--- src/hw/rtl/mket_pkg.sv ---
// ----------------------------------------------------------------------------
// mket_pkg: shared types for the keyed device table
// Command, status and cell operation codes, the stored entry layout and the
// record that travels down the scan chain.
// ----------------------------------------------------------------------------
package mket_pkg;

    typedef enum logic [1:0] {
        CMD_ADD    = 2'd0,
        CMD_REMOVE = 2'd1,
        CMD_LOOKUP = 2'd2,
        CMD_COUNT  = 2'd3
    } t_cmd;

    typedef enum logic [2:0] {
        STS_UPDATED   = 3'd0,
        STS_INSERTED  = 3'd1,
        STS_EVICTED   = 3'd2,
        STS_REMOVED   = 3'd3,
        STS_NOT_FOUND = 3'd4,
        STS_FOUND     = 3'd5,
        STS_COUNTED   = 3'd6
    } t_status;

    typedef enum logic [2:0] {
        CO_NONE   = 3'd0,
        CO_UPDATE = 3'd1,
        CO_APPEND = 3'd2,
        CO_DROP   = 3'd3,
        CO_EVICT  = 3'd4
    } t_cell_code;

    typedef struct packed {
        logic [1:0]        ty;
        logic signed [7:0] rssi;
        logic [31:0]       first_seen;
        logic [31:0]       last_seen;
        logic [7:0]        channel;
        logic [7:0]        auth_type;
        logic [15:0]       client_count;
        logic [3:0]        flags;
    } t_entry;

    // Command broadcast to every cell.
    typedef struct packed {
        t_cell_code  code;
        logic [47:0] key;
        t_entry      entry;
    } t_op;

    // Fixed-width part of the record passed from cell to cell during a scan.
    typedef struct packed {
        logic        hit;
        t_entry      entry;
        logic [31:0] min_last;
    } t_scan;

endpackage

--- src/hw/rtl/mket_cell.sv ---
// ----------------------------------------------------------------------------
// mket_cell: one table slot
// Holds one entry and its valid bit, folds itself into the scan record that
// passes through it every cycle, and applies the broadcast table operation.
// ----------------------------------------------------------------------------
module mket_cell #(
    parameter int DEPTH = 64,
    parameter int IDX   = 0,
    localparam int IW   = $clog2(DEPTH),
    localparam int CW   = $clog2(DEPTH + 1)
) (
    input  logic                 i_clk,
    input  logic                 i_rst_n,
    input  mket_pkg::t_op        i_op,
    input  logic [IW-1:0]        i_sel_idx,
    input  logic                 i_prev_valid,
    input  logic                 i_next_valid,
    input  logic [47:0]          i_next_key,
    input  mket_pkg::t_entry     i_next_entry,
    output logic                 o_valid,
    output logic [47:0]          o_key,
    output mket_pkg::t_entry     o_entry,
    input  mket_pkg::t_scan      i_scan,
    input  logic [IW-1:0]        i_hit_idx,
    input  logic [IW-1:0]        i_min_idx,
    input  logic [CW-1:0]        i_cnt,
    output mket_pkg::t_scan      o_scan,
    output logic [IW-1:0]        o_hit_idx,
    output logic [IW-1:0]        o_min_idx,
    output logic [CW-1:0]        o_cnt
);
    import mket_pkg::*;

    logic          r_valid, n_valid;
    logic [47:0]   r_key, n_key;
    t_entry        r_entry, n_entry;
    t_scan         r_scan, n_scan;
    logic [IW-1:0] r_hit_idx, n_hit_idx;
    logic [IW-1:0] r_min_idx, n_min_idx;
    logic [CW-1:0] r_cnt, n_cnt;

    logic          w_hit;
    logic          w_type_hit;
    logic          w_take_min;
    logic          w_after;
    logic [IW-1:0] w_self;
    t_entry        w_merge;

    assign w_self     = IW'(IDX);
    assign w_hit      = r_valid && (r_key == i_op.key);
    assign w_type_hit = r_valid && (r_entry.ty == i_op.entry.ty);
    assign w_take_min = (IDX == 0) || (r_entry.last_seen < i_scan.min_last);
    assign w_after    = (w_self >= i_sel_idx);

    // Scan record: keys are unique, so at most one cell claims the hit.
    always_comb begin
        n_scan          = i_scan;
        n_hit_idx       = i_hit_idx;
        n_min_idx       = i_min_idx;
        n_scan.hit      = i_scan.hit | w_hit;
        if (w_hit) begin
            n_scan.entry = r_entry;
            n_hit_idx    = w_self;
        end
        if (w_take_min) begin
            n_scan.min_last = r_entry.last_seen;
            n_min_idx       = w_self;
        end
        n_cnt = i_cnt + CW'(w_type_hit);
    end

    // Merge of a new observation into the stored entry.
    always_comb begin
        w_merge              = r_entry;
        w_merge.rssi         = i_op.entry.rssi;
        w_merge.last_seen    = i_op.entry.last_seen;
        w_merge.flags        = r_entry.flags | i_op.entry.flags;
        if (i_op.entry.channel != 8'd0) begin
            w_merge.channel = i_op.entry.channel;
        end
        if (i_op.entry.auth_type != 8'd0) begin
            w_merge.auth_type = i_op.entry.auth_type;
        end
        if (i_op.entry.client_count != 16'd0) begin
            w_merge.client_count = i_op.entry.client_count;
        end
    end

    always_comb begin
        n_valid = r_valid;
        n_key   = r_key;
        n_entry = r_entry;
        case (i_op.code)
            CO_UPDATE: begin
                if (w_hit) begin
                    n_entry = w_merge;
                end
            end
            CO_APPEND: begin
                if (!r_valid && i_prev_valid) begin
                    n_valid = 1'b1;
                    n_key   = i_op.key;
                    n_entry = i_op.entry;
                end
            end
            CO_DROP: begin
                if (w_after) begin
                    n_valid = i_next_valid;
                    n_key   = i_next_key;
                    n_entry = i_next_entry;
                end
            end
            CO_EVICT: begin
                if (w_after) begin
                    if (IDX == DEPTH - 1) begin
                        n_key   = i_op.key;
                        n_entry = i_op.entry;
                    end else begin
                        n_valid = i_next_valid;
                        n_key   = i_next_key;
                        n_entry = i_next_entry;
                    end
                end
            end
            default: begin
            end
        endcase
    end

    always_ff @(posedge i_clk) begin
        if (!i_rst_n) begin
            r_valid <= 1'b0;
        end else begin
            r_valid <= n_valid;
        end
    end

    always_ff @(posedge i_clk) begin
        r_key     <= n_key;
        r_entry   <= n_entry;
        r_scan    <= n_scan;
        r_hit_idx <= n_hit_idx;
        r_min_idx <= n_min_idx;
        r_cnt     <= n_cnt;
    end

    assign o_valid   = r_valid;
    assign o_key     = r_key;
    assign o_entry   = r_entry;
    assign o_scan    = r_scan;
    assign o_hit_idx = r_hit_idx;
    assign o_min_idx = r_min_idx;
    assign o_cnt     = r_cnt;

endmodule

--- config.mk ---
export PLATFORM = sky130hd
export DESIGN_NAME = mket_cell
export DESIGN_NICKNAME = d
export VERILOG_FILES = /design/src/hw/rtl/mket_pkg.sv /design/src/hw/rtl/mket_cell.sv
export SDC_FILE = /design/constraint.sdc
export NUM_CORES = 1
export LEC_CHECK = 0
export ABC_AREA = 1
export BUFFER_PORTS_ARGS = -buffer_cell sky130_fd_sc_hd__buf_4
export CORE_AREA = 2 2 321 323
export CTS_CLUSTER_SIZE = 28
export DETAILED_ROUTE_END_ITERATION = 12
export DIE_AREA = 0 0 323 325
export GPL_TIMING_DRIVEN = 0
export PLACE_DENSITY = 0.3
export SYNTH_ARGS = -nofsm -noshare
export SYNTH_HDL_FRONTEND = slang
export SYNTH_SLANG_ARGS = --single-unit
--- constraint.sdc ---
create_clock -name i_clk -period 5.4 [get_ports i_clk]
set_clock_uncertainty 0.05 [all_clocks]
set_input_delay 1.08 -clock i_clk [delete_from_list [all_inputs] [get_ports i_clk]]
set_output_delay 1.08 -clock i_clk [all_outputs]
set_load 0.05 [all_outputs]
==> metrics.yaml <==
outcome: "finished clean"
synth_cell_types: 27
chipHeight_um: 325
criticalPathCategory: "in -> reg"
finalWorstSetupSlack_ns: 1.52
clk_latency_ns: 0.61
finalSetupViolCount: 0
clock_path_buffers: 3
die_area_sq_mm: 0.105
syn_area_sq_mm: 0.0129
cts_hold_buffers: 0
grt_pass1_vias: 13800
cts_buffers: 43
wl_met2_mm: 42.4
antenna_found_initial: 26
netlist_instances: 1442
synth_area_per_cell_sq_um: 8.93
detail_route.iter0.violations: 562
synth_top_family_by_area: "simple AND/OR/NAND/NOR gates"
drt-total-wl_mm: 82.7
initial_core_util_pct: 12.7
grt_max_degree: 27
drc: 0
rows: 117
multi_input_area_sq_mm: 0.00408
cts_sinks: 315
timing.max_cap.violations: 0
r2r_end: "o_entry[25]$_DFFE_PP_"
synth-xor-area-share_pct: 0.952
n_fill_cell: 11400
grt.total_usage_pct: 15.2
maxSlewHeadroom_pct: 18.5
fin_crit_sh_pct: 71.9
worstPathMaxFanout: 10
fmax_mhz: 258
ctsResizeCount: 0
pwr_density_cell_mw_per_mm2: 333
avgViaCountPerCell: 3.55
avgRoutedWirePerCell_um: 22.5
period_needed_ns: 3.88
hp-start: "o_entry[50]$_DFFE_PP_"
core_area_sq_mm: 0.101
place_hpwl_mm: 68.9
die_w_um: 323
area_delta_synth_final_pct: 70.3
cp.arrival_ns: 4.05
ys_ff_latch: 315
setup_tns_ns: 0
post_cts_buffers: 0
reg2regPathDepth: 9
nets: 2760
final_max_slew_viol_count: 0
hp-class: "reg -> reg"
rsz0062_at_grt: "false"
cts_tree: "yes"
regArea_sq_mm: 0.00789
vias: 13000
ir_drop_uv: 180
synth-adder-area-share_pct: 0.194
path_clk_slew_ns: 0.05
hold_viol: 0
ant_nets: 0
ys_seq_area_share_pct: 61.2
worst-r2r-setup-slack_ns: 1.64
synth_simple_gate_area_share_pct: 25.4
synth_compound_area_share_pct: 4.58
clock-root-buffer: "clkbuf_16"
hold_end: "o_scan[14]$_DFF_P_"
tightestPinTransition_ns: 1.22
cp-start-kind: "input pin"
endpoint_kind: "register"
gp_congestion: 0.827
leakage_nw: 10.6
whs_path_depth: 0
port_buffers: 767
ios: 812
worst_ep_required_time_ns: 5.56
gr-total-overflow: 0
dr.pass1.iters: 4
met3_length_mm: 8.20
hold-worst-slack_ns: 0.342
r2r-start: "o_valid$_SDFFE_PN0P_"
m1WireLength_mm: 30.2
top_layer: "met5"
layout-drive-gt1-share_pct: 40.1
synthMuxAreaShare_pct: 0
place_ws_ns: 0.512
htree_levels: 2
grt_pass1_wl_mm: 110
yosysWarnings: 0
cells in the mapped netlist, drive strengths merged:
| cell type | n | area share, % |
|---|---|---|
| nand3 | 121 | 4.7 |
| o22ai | 3 | 0.15 |
| xnor2 | 7 | 0.48 |
| o21ai | 47 | 1.8 |
| ha | 2 | 0.19 |
| xor2 | 7 | 0.48 |
| nor4 | 6 | 0.29 |
| dfxtp | 157 | 24 |
| nor3 | 3 | 0.12 |
| buf | 81 | 4.3 |
| nand2 | 634 | 18 |
| conb | 1 | 0.029 |
| clkinv | 1 | 0.029 |
| inv | 89 | 2.6 |
| nand4 | 3 | 0.15 |
| a21oi | 8 | 0.31 |
| a211oi | 1 | 0.058 |
| edfxtp | 158 | 37 |
| clkbuf | 26 | 0.76 |
| nor2 | 54 | 1.6 |
| a22o | 33 | 2.2 |
layout make-up:
type                            count  area share [%]
Multi-Input combinational cell    935            18.6
Sequential cell                   315            35.9
Antenna cell                        6          0.0684
Buffer                            107            2.95
Timing Repair Buffer              775            26.9
Clock buffer                       67            5.60
Tap cell                         1368            7.80
Clock inverter                     13           0.604
Inverter                           90            1.54
sequential cells by signal, indices dropped and copies added (netlist names):
| register | flops |
|---|---|
| o_cnt | 7 |
| o_entry | 110 |
| o_hit_idx | 6 |
| o_key | 48 |
| o_scan | 143 |
| o_valid | 1 |
power breakdown:
group          switching, W  internal (W)  leakage (nW)  total, W
combinational       0.00108      0.000556          7.10   0.00163
clock               0.00122       0.00163         0.664   0.00285
sequential         0.000105       0.00272          2.84   0.00282
total               0.00240       0.00491          10.6   0.00731
worst max-delay path, stage by stage:
cell      delay, ns
buf_4          0.11
nand2_1        0.05
o21ai_1        0.12
nor2_1         0.13
nand2_1        0.07
nor2_1         0.24
nand2_1        0.16
nor2_2         0.22
nand2_2        0.24
clkbuf_1       0.56
a21oi_1        1.03
layout by cell type (no fill, tap or decap), types with 6 or more instances in the layout:
cell,netlist,layout
inv_1,87,87
nand3_1,121,121
buf_4,59,827
xnor2_1,7,7
nand2_1,633,633
a21oi_1,8,6
diode_2,0,6
edfxtp_1,158,158
o21ai_0,46,46
clkbuf_16,0,45
clkbuf_1,26,46
nor2_1,52,50
buf_2,19,19
xor2_1,7,7
conb_1,1,6
a22o_1,33,33
dfxtp_1,157,157
how the worst max path moves through the flow:
stage                    from                     to  slack, ns
floorplan           i_op[121]   o_entry[0]$_DFFE_PP_       0.82
CTS                 i_op[129]  o_entry[25]$_DFFE_PP_       1.18
finish              i_op[129]  o_entry[25]$_DFFE_PP_       1.52
detailed placement  i_op[129]  o_entry[25]$_DFFE_PP_       0.51
global placement    i_op[129]  o_entry[41]$_DFFE_PP_      -3.33
global route        i_op[160]  o_entry[24]$_DFFE_PP_       1.10
routing by layer:
metal / global-route usage [%] / vias up
met5: 0 / -
met4: 4.07 / 20
met3: 6.00 / 106
met2: 28.0 / 600
met1: 15.9 / 6037
li1: - / 6277
stage by stage:
step	util [%]	area, sq um	std cells	power, W
3_5_place_dp	20.3	20600	3590	0.00455
4_1_cts	21.6	21900	3670	0.00748
6_report	21.7	21900	3676	0.00731
2_1_floorplan	-	12900	1447	0.00370
3_3_place_gp	20.1	20400	3582	0.00453
5_1_grt	21.7	21900	3673	0.00763
kinds of logic (layout without fill, tap and decap cells):
| kind of cell | Yosys count | after routing |
|---|---|---|
| other | 1 | 12 |
| adder cells (fa/ha/maj) | 2 | 2 |
| AND/OR/NAND/NOR | 821 | 821 |
| flip-flops | 315 | 315 |
| AO/OA/AOI/OAI | 92 | 92 |
| buffers and inverters | 197 | 1052 |
| XOR/XNOR | 14 | 14 |
Power figures use the tool's default switching activity.
